<file path="config.mk">
export PLATFORM = sky130hd
export DESIGN_NAME = smp_ram
export DESIGN_NICKNAME = d
export VERILOG_FILES = /design/src/hdl/smp_ram.sv
export SDC_FILE = /design/constraint.sdc
export NUM_CORES = 2
export LEC_CHECK = 0
export BUFFER_PORTS_ARGS = -buffer_cell sky130_fd_sc_hd__buf_2
export CAP_MARGIN = 25
export CORE_MARGIN = 2
export CORE_UTILIZATION = 55
export DETAILED_ROUTE_END_ITERATION = 7
export PLACE_DENSITY = 0.78
export SETUP_SLACK_MARGIN = 0.4
export SLEW_MARGIN = 20
export SYNTH_ARGS = -nofsm -noshare
export SYNTH_HDL_FRONTEND = slang
export SYNTH_SLANG_ARGS = --single-unit
</file>
<file path="constraint.sdc">
create_clock -name aclk -period 5.05 [get_ports aclk]
set_input_delay 0.505 -clock aclk [delete_from_list [all_inputs] [get_ports aclk]]
set_output_delay 0.505 -clock aclk [all_outputs]
set_load 0.05 [all_outputs]
</file>
<file path="src/hdl/smp_ram.sv">
// ----------------------------------------------------------------------------
// smp_ram
// Generic single-write, single-read RAM with registered read data.
// ----------------------------------------------------------------------------
module smp_ram #(
    parameter int WIDTH = 32,
    parameter int DEPTH = 64,
    parameter int AW    = (DEPTH > 1) ? $clog2(DEPTH) : 1
) (
    input  logic             aclk,
    input  logic             we,
    input  logic [AW-1:0]    waddr,
    input  logic [WIDTH-1:0] wdata,
    input  logic [AW-1:0]    raddr,
    output logic [WIDTH-1:0] rdata
);

    logic [WIDTH-1:0] mem [DEPTH];

    // Write port and registered read port
    always_ff @(posedge aclk) begin
        if (we) begin
            mem[waddr] <= wdata;
        end
        rdata <= mem[raddr];
    end

endmodule

</file>
==> run_results.csv <==
group,metric,value,unit
status,status,"completed",
worst_setup_path,r2r_start,"mem[51][16]$_DFFE_PP_",
detailed_routing,drt-initial-drc-count,6555,
grt,antenna_found_initial,16,
floorplanning,core,141600,sq um
timing,slew_viol_final,0,
worst_setup_path,endpoint_kind,"flop",
placement,dp_cells,5274,
cts,clockBufferDepth,3,
yosys,async_flop_share,0,%
placement,numPortBuffers,77,
cts,numCtsBuffers,194,
timing,tns,0,ns
floorplanning,die_h,381.8,um
cells_and_area,fin_cells,5638,
min_path,holdPathEnd,"mem[10][18]$_DFFE_PP_",
timing,setup-violations-final,0,
floorplanning,die_x,381.8,um
worst_setup_path,worst-r2r-cell-count,5,
pwr,total_power,0.03575,W
cts,cts_root_buf,"clkbuf_16",
grt,grt_pass1_vias,38960,
min_path,hp-class,"input port to flop",
yosys,yosysWarnings,0,
timing,max_clock_freq,301.0,MHz
grt,grt_overflow_total,0,
floorplanning,start_util,55.45,%
detailed_routing,dr.pass1.iters,8,
timing,slew-limit-headroom,23.84,%
detailed_routing,drc,0,
placement,dp_slack,1.088,ns
cts,post_cts_buffers,0,
cts,cts_resized,0,
timing,rsz0062_at_grt,"false",
yosys,synth_seq_area_share,79.14,%
detailed_routing,drt_wl_total,204500,um
cells_and_area,num-nets-final,3630,
yosys,ys_types,34,
cells_and_area,design_area,88760,sq um
yosys,synth_edf_count,2048,
cts,clock_latency,0.84,ns
worst_setup_path,critical_path.slowest_cell,"a21oi_1",
yosys,ys.flop_type,"edfxtp_1",
placement,post_dp_cell_area,82380,sq um
worst_setup_path,crit_chain,"buf_8 > buf_12 > buf_4 > buf_4 > mux4_2 > o22ai_1 > nor2_1 > a21oi_1 > nor2_1",
yosys,syn_nets,3370,
worst_setup_path,arrival,4.00,ns
timing,setup_ws,1.728,ns
cts,cts_sinks,2080,
cts,htreeDepth,4,
worst_setup_path,worst_setup_path_start_kind,"input port",
yosys,ys_seq_elements,2080,
cells_and_area,n_fill_cell,8925,
floorplanning,die-area,145800,sq um
cts,cts_tree,"built",
placement,gp_congestion,0.8217,
worst_setup_path,rr_endpoint,"rdata[16]$_DFF_P_",
min_path,holdCritStartpoint,"wdata[18]",
cts,hold_buffers,0,
pwr,p_leak,27.74,nW
run,maxCapViolCount,0,
worst_setup_path,worstSetupPathType,"input port to flop",
worst_setup_path,cp_max_fo,46,
detailed_routing,via_count,38430,
cells_and_area,syn_to_final_growth,13.04,%
worst_setup_path,crit_required,5.72,ns
timing,skew,0.03574,ns
yosys,synth.avg_cell_area,23.62,sq um
worst_setup_path,crit_path_max_incr_delay,0.91,ns
yosys,synthesis.area,78520,sq um
timing,tightest_slew,1.135,ns
yosys,syn-instance-count,3324,
timing,fin_crit_sh,65.78,%
placement,hpwlAfterDp,111700,um
grt,grtUsageTotal,28.34,%
pwr,p_per_area,402.8,nW/um^2
timing,hold_violations,0,
floorplanning,num_rows,138,
cells_and_area,drive_above_1_share,30.52,%
detailed_routing,wl_per_cell,36.28,um
detailed_routing,antenna_left,0,
detailed_routing,viasPerCell,6.816,
grt,grt_max_degree,79,
min_path,hold_path_depth,1,
cts,cts.reportedPaths.clkPinSlew,0.07,ns
grt,grt_pass1_wl,289200,um
timing,period_needed,3.322,ns
pwr,ir_worst_vdd,371.9,uV
floorplanning,num_io_pins,78,
worst_setup_path,rrSetupSlack,2.54,ns
[state kept, by name, summed over array words and instances, names as in the netlist]
name / flops
mem: 2048
rdata: 32
[power breakdown]
| part | total, W | internal (W) | switching (W) |
|---|---|---|---|
| clock | 0.0146 | 0.00822 | 0.00634 |
| combinational | 0.00197 | 0.000661 | 0.00131 |
| sequential | 0.0192 | 0.0191 | 0.000107 |
| total | 0.0358 | 0.0280 | 0.00776 |
[layout by cell type (no fill, tap or decap), types with 4 or more instances in the layout]
cell and n:
a21oi_1 62, a22oi_1 12, a311oi_1 8, a41o_1 4, and3_1 4, buf_12 18
buf_2 74, buf_4 147, buf_8 5, bufinv_16 15, clkbuf_1 44, clkbuf_16 197
clkbuf_8 19, clkinv_1 28, clkinv_2 36, clkinv_8 5, dfxtp_1 32, edfxtp_1 2048
inv_6 5, mux2i_1 93, mux4_2 544, nand2_1 26, nand2b_1 8, nand3_1 5
nand3b_1 5, nor2_1 75, nor2_4 62, nor2b_1 15, nor3_1 5, o221ai_1 27
o22ai_1 84, o32ai_1 4
[cells by family (layout without fill, tap and decap cells)]
group	Yosys count	after routing	share of synthesized area (%)
simple gates	223	223	1.265
compound gates	202	202	1.673
flops	2080	2080	79.14
other cells	0	3	0
buf+inv	182	603	1.128
mux	637	637	16.79
[metrics by stage]
| stage | hold slack [ns] | util (%) |
|---|---|---|
| 2_1_floorplan | 0.6039 | - |
| 3_3_place_gp | 0.7273 | 58.10 |
| 3_5_place_dp | 0.7820 | 58.19 |
| 4_1_cts | 0.1287 | 62.64 |
| 5_1_grt | 0.1672 | 62.68 |
| 6_report | 0.1790 | 62.69 |
[Yosys cell counts, types with 5 or more instances]
master | n | area, sq um
clkbuf_1 | 74 | 277.8
mux2i_1 | 93 | 930.9
buf_4 | 25 | 187.7
mux4_2 | 544 | 12250
nor2_1 | 137 | 514.2
o221ai_1 | 27 | 236.5
o22ai_1 | 84 | 525.5
dfxtp_1 | 32 | 640.6
nand2b_1 | 8 | 50.05
buf_2 | 57 | 285.3
a311oi_1 | 8 | 70.07
nor2b_1 | 15 | 93.84
nand3b_1 | 5 | 37.54
nand3_1 | 5 | 25.02
nand2_1 | 26 | 97.59
a22oi_1 | 12 | 90.09
buf_6 | 5 | 56.30
nor3_1 | 7 | 35.03
a21oi_1 | 62 | 310.3
edfxtp_1 | 2048 | 61500
buf_1 | 21 | 78.83
[critical path, delay by kind of cell]
family          cells  cell delay (ns)
compound gates      2             1.07
buf+inv             4             1.52
mux                 1             0.52
simple gates        2             0.28
[cell type report]
| class | count | area [sq um] | area share (%) |
|---|---|---|---|
| clock inverters | 97 | 953.4 | 1.074 |
| diodes | 3 | 7.507 | 0.008458 |
| repair buffers | 246 | 1964 | 2.213 |
| flip-flops and latches | 2080 | 62140 | 70.01 |
| multi-input cells | 1062 | 15970 | 17.99 |
| clock buffers | 260 | 5356 | 6.035 |
| well taps | 1890 | 2365 | 2.664 |
[routing by layer]
metal  vias up  global-route usage, %  part of all wire [%]
met5         -                      0                 0.025
met4         8                  13.77                   5.3
met3       522                  6.102                    13
met2      3088                  44.60                    48
met1     20020                  38.21                    34
li1      14780                      -                     -
[worst max-delay path by stage]
stage | from | to | slack (ns) | cells after the start
4_1_cts | raddr[0] | rdata[16]$_DFF_P_ | 1.85 | 9
3_3_place_gp | raddr[0] | rdata[16]$_DFF_P_ | 1.15 | 9
3_5_place_dp | raddr[0] | rdata[16]$_DFF_P_ | 1.09 | 9
6_report | raddr[0] | rdata[16]$_DFF_P_ | 1.73 | 9
2_1_floorplan | waddr[3] | mem[48][0]$_DFFE_PP_ | 1.39 | 4
5_1_grt | raddr[0] | rdata[16]$_DFF_P_ | 1.67 | 9
Power figures use the tool's default switching activity.
