[src/hdl/smp_pkg.sv]
// ----------------------------------------------------------------------------
// smp_pkg
// Shared widths, constants and types of the square matrix power block.
// ----------------------------------------------------------------------------
package smp_pkg;

    // Field widths fixed by the item format
    localparam int DATA_W    = 32;
    localparam int INDEX_W   = 3;
    localparam int ORDER_W   = 4;
    localparam int FRAC_W    = 16;
    localparam int PROD_W    = 2 * DATA_W;
    // Eight full-precision products summed without overflow
    localparam int SUM_W     = PROD_W + 3;
    localparam int S_TDATA_W = 48;
    localparam int M_TDATA_W = 40;

    // One in Q16.16
    localparam logic signed [DATA_W-1:0] Q_ONE = 32'sh0001_0000;

    // Control travelling with each operand pair into the MAC
    typedef struct packed {
        logic valid;
        logic first;
        logic last;
    } mac_ctl_t;

endpackage

[src/hdl/smp_mac.sv]
// ----------------------------------------------------------------------------
// smp_mac
// Pipelined signed multiply-accumulate with Q16.16 rescale and saturation.
// ----------------------------------------------------------------------------
module smp_mac #(
    parameter int TAG_W = 6
) (
    input  logic                             aclk,
    input  logic                             aresetn,
    input  smp_pkg::mac_ctl_t                ctl,
    input  logic [TAG_W-1:0]                 tag,
    input  logic signed [smp_pkg::DATA_W-1:0] op_a,
    input  logic signed [smp_pkg::DATA_W-1:0] op_b,
    output logic                             done,
    output logic [TAG_W-1:0]                 done_tag,
    output logic signed [smp_pkg::DATA_W-1:0] result
);
    import smp_pkg::*;

    localparam int TOP_LSB = DATA_W + FRAC_W - 1;

    mac_ctl_t                 ctl1_reg;
    logic [TAG_W-1:0]         tag1_reg;
    logic signed [PROD_W-1:0] prod_reg;
    logic signed [SUM_W-1:0]  sum_reg;
    logic                     done_reg;
    logic [TAG_W-1:0]         tag2_reg;
    logic [SUM_W-1:TOP_LSB]   top_bits;

    // Control pipeline
    always_ff @(posedge aclk) begin
        if (!aresetn) begin
            ctl1_reg <= '0;
            done_reg <= 1'b0;
        end else begin
            ctl1_reg <= ctl;
            done_reg <= ctl1_reg.valid && ctl1_reg.last;
        end
    end

    // Multiply, then accumulate at full precision
    always_ff @(posedge aclk) begin
        tag1_reg <= tag;
        prod_reg <= op_a * op_b;
        if (ctl1_reg.valid) begin
            sum_reg  <= (ctl1_reg.first ? SUM_W'(0) : sum_reg) + SUM_W'(prod_reg);
            tag2_reg <= tag1_reg;
        end
    end

    // Shift right by the fraction width and clamp to 32 bits
    assign top_bits = sum_reg[SUM_W-1:TOP_LSB];

    always_comb begin
        if ((&top_bits) || !(|top_bits)) begin
            result = sum_reg[TOP_LSB:FRAC_W];
        end else if (sum_reg[SUM_W-1]) begin
            result = {1'b1, {(DATA_W-1){1'b0}}};
        end else begin
            result = {1'b0, {(DATA_W-1){1'b1}}};
        end
    end

    assign done     = done_reg;
    assign done_tag = tag2_reg;

endmodule

[config.mk]
export PLATFORM = sky130hd
export DESIGN_NAME = smp_mac
export DESIGN_NICKNAME = d
export VERILOG_FILES = /design/src/hdl/smp_pkg.sv /design/src/hdl/smp_mac.sv
export SDC_FILE = /design/constraint.sdc
export NUM_CORES = 2
export LEC_CHECK = 0
export BUFFER_PORTS_ARGS = -buffer_cell sky130_fd_sc_hd__buf_2
export CAP_MARGIN = 30
export CORE_MARGIN = 2
export CORE_UTILIZATION = 67
export DETAILED_ROUTE_END_ITERATION = 12
export PLACE_DENSITY = 0.89
export SETUP_SLACK_MARGIN = 0.02
export SYNTH_ARGS = -nofsm -noshare
export SYNTH_HDL_FRONTEND = slang
export SYNTH_SLANG_ARGS = --single-unit
[constraint.sdc]
create_clock -name aclk -period 10.1 [get_ports aclk]
set_clock_uncertainty 0.05 [all_clocks]
set_input_delay 0.505 -clock aclk [delete_from_list [all_inputs] [get_ports aclk]]
set_output_delay 0.505 -clock aclk [all_outputs]
set_load 0.01 [all_outputs]
==> summary.md <==
| Metric | Value |
|---|---|
| Outcome | `finished, final reports clean` |
| WHS Path Cells | `1` |
| Final Hold Fails | `0` |
| Register bit total from synthesis | `147` |
| Cells on worst reg2reg path | `12` |
| Sequential share of the synthesized area | `~8.2%` |
| Crit path max fanout | `32` |
| Initial antenna violation count | `6` |
| Slew Limit Fails | `0` |
| Vias | `approximately 33000` |
| Period utilization | `between 80% and 90%` |
| Initial core utilization | `68.0%` |
| TNS Setup | `0 ps` |
| Crit Path Class | `in -> reg` |
| Min Tclk post-route | `8390 ps` |
| Largest net degree at the start of global routing | `75` |
| Maxcap violations | `0` |
| Most frequent CP cell | `fa_1` |
| CTS sink cnt | `147` |
| H-Tree Level Count | `4` |
| Vias in the first global route | `37800` |
| Unrepaired setup endpoints after global routing | `false` |
| Routability cong. | `0.956` |
| Start point of the critical path | `op_a[31]` |
| Synth Flop Type | `dfxtp_1` |
| Vias per Instance | `5.99` |
| Warnings, synthesis | `0` |
| DR DRC count | `0` |
| Die ar. | `0.0691 mm^2` |
| Clock Path Buffers | `2` |
| Slowest-stage cell, CP | `fa_1` |
| Synth top area share | `48.3%` |
| # rows | `94` |
| R2R Setup Slk | `between 5000 and 6000 ps` |
| DP Wirelength | `92800 um` |
| # port buffers | `~110` |
| Max incr delay on CP | `between 800 and 900 ps` |
| Die Span Y | `263 um` |
| Cell variety after synth | `85` |
| Reg-to-Reg End | `sum_reg[60]` |
| Drt wl/cell | `between 20 and 25 um` |
| Tot GR Track Use | `34.9%` |
| Post-synth EDFFs | `73` |
| Area grow syn2layout | `2.87%` |
| Final hold slack | `123 ps` |
| Setup violations, final | `0` |
| Initial DRC count | `2844` |
| Worst Setup End Kind | `register` |
| Hold wc startpoint | `tag[1]` |
| Most common cell after layout, fill and taps aside | `fa_1` |
| Post-DRT Antenna Nets | `0` |
| Post-synth top area cell | `fa_1` |
| Peak Freq | `119 MHz` |
| Worst skew pair latency | `430 ps` |
| CTS root buffer | `clkbuf_16` |
| Num ports | `~110` |
| Synthesized area | `~0.045 mm^2` |
| Core Footprint | `approximately 0.066 mm^2` |
| Cts bufs inserted | `17` |
| Resize count post-CTS | `0` |
| Hold WC Path Type | `in -> reg` |
| First-pass GRT wire length | `191000 um` |
| Slew @ Worst Pin | `929 ps` |
| Share of layout cells above drive strength 1 | `under 10%` |
| Slew margin rel. | `38.0%` |
| Synthesized area per cell | `9.34 um^2` |
| Largest register FFs | `67` |
| Post-Route WL | `115000 um` |
| Clock transition at path regs | `70 ps` |
| CTS tree | `done` |
| Startpoint type of the worst setup path | `input pin` |
| CP required | `between 10000 and 15000 ps` |
| Final core utilization | `69.9%` |
| Syn_nets | `6218` |
| Asr flop ratio synth | `0%` |
| DR pass1 iterations | `6` |
| # Post-CTS Setup Buffers | `0` |
| Syn Inst Count | `4810` |
| Die X | `263 um` |
| Fin nets | `6101` |
| Reg2reg start | `ctl1_reg[1]` |
| Hold-fix buffer count after cts | `0` |
| Dominant cells by area after synthesis | `fa_1 48%, inv_1 8.7%, and2_1 7.3%` |
| WHS Endpoint | `tag1_reg[1]` |
| Most frequent cells in the layout | `1083 x fa_1, 1039 x inv_1, 562 x nand2_1` |
| Critical Path AT | `8660 ps` |
| Congestion Overflow GR | `0` |
## synthesized netlist by cell type (9+ instances only)
| cell | number |
|---|---|
| edfxtp_1 | 73 |
| nor4_1 | 12 |
| ha_1 | 250 |
| and3_1 | 17 |
| nor2b_1 | 47 |
| buf_2 | 14 |
| nand2_1 | 562 |
| inv_1 | 1039 |
| o21a_1 | 12 |
| o21bai_1 | 33 |
| fa_1 | 1083 |
| o211ai_1 | 10 |
| o21ai_0 | 95 |
| a21o_1 | 80 |
| nor2_1 | 124 |
| dfxtp_1 | 74 |
| a211oi_1 | 14 |
| xnor2_1 | 96 |
| clkbuf_1 | 235 |
| a21oi_1 | 139 |
| a31oi_1 | 18 |
| o21ai_1 | 9 |
| nand3_1 | 25 |
| xor2_1 | 37 |
| nor3_1 | 18 |
| nand4_1 | 40 |
| and2_1 | 527 |
| nand2b_1 | 15 |
## critical path: cells and delay by family
kind                       cells  cell delay, ps
buffers and inverters          8            1540
adders and majority gates      9            4900
and+or+nand+nor                3             480
xor gates and xnor gates       1             120
AOI/OAI and AO/OA              4            1080
## metal layers
layer  wire, um  track usage (%)  vias up
li1           -                -    14100
met1      40500             41.9    16800
met2      56800             60.0     1872
met4       6880             18.5        4
met5         25                0        -
met3      10700             6.90      532
## worst max path at each step
stage	to	slack, ps	cells after the start
after floorplan	prod_reg[59]	2460	25
after global placement	prod_reg[63]	1630	25
after detailed placement	prod_reg[55]	1380	25
after CTS	prod_reg[55]	1850	25
after global routing	prod_reg[62]	1350	24
final	prod_reg[55]	1710	25
## area by class of cell
class,instances,area (um^2)
Antenna cell,5,12.5
Clock buffer,18,439
Clock inverter,14,126
Fill cell,4763,19900
Inverter,1040,3900
Multi-Input combinational cell,3364,36300
Sequential cell,147,3680
Tap cell,864,1080
Timing Repair Buffer,123,661
## cell families (layout without fill, tap and decap cells)
kind of cell,count (synthesis),count (layout),synth area share (%)
simple gates,1409,1409,15.7
flops,147,147,8.18
other cells,0,5,0
xor+xnor,133,133,2.59
buf+inv,1299,1195,11.0
mux,5,5,0.111
compound gates,484,484,7.14
fa+ha+maj,1333,1333,55.2
## stage by stage
| stage | setup WS [ps] | std cells | cell area [um^2] |
|---|---|---|---|
| 2_1_floorplan | 2460 | 4810 | 44900 |
| 3_3_place_gp | 1630 | 5537 | 45600 |
| 3_5_place_dp | 1380 | 5537 | 45600 |
| 4_1_cts | 1850 | 5569 | 46200 |
| 5_1_grt | 1350 | 5573 | 46200 |
| 6_report | 1710 | 5575 | 46200 |
Power is not shown: default switching activity piles up to over one toggle a cycle in this logic, so the estimate is an artifact.
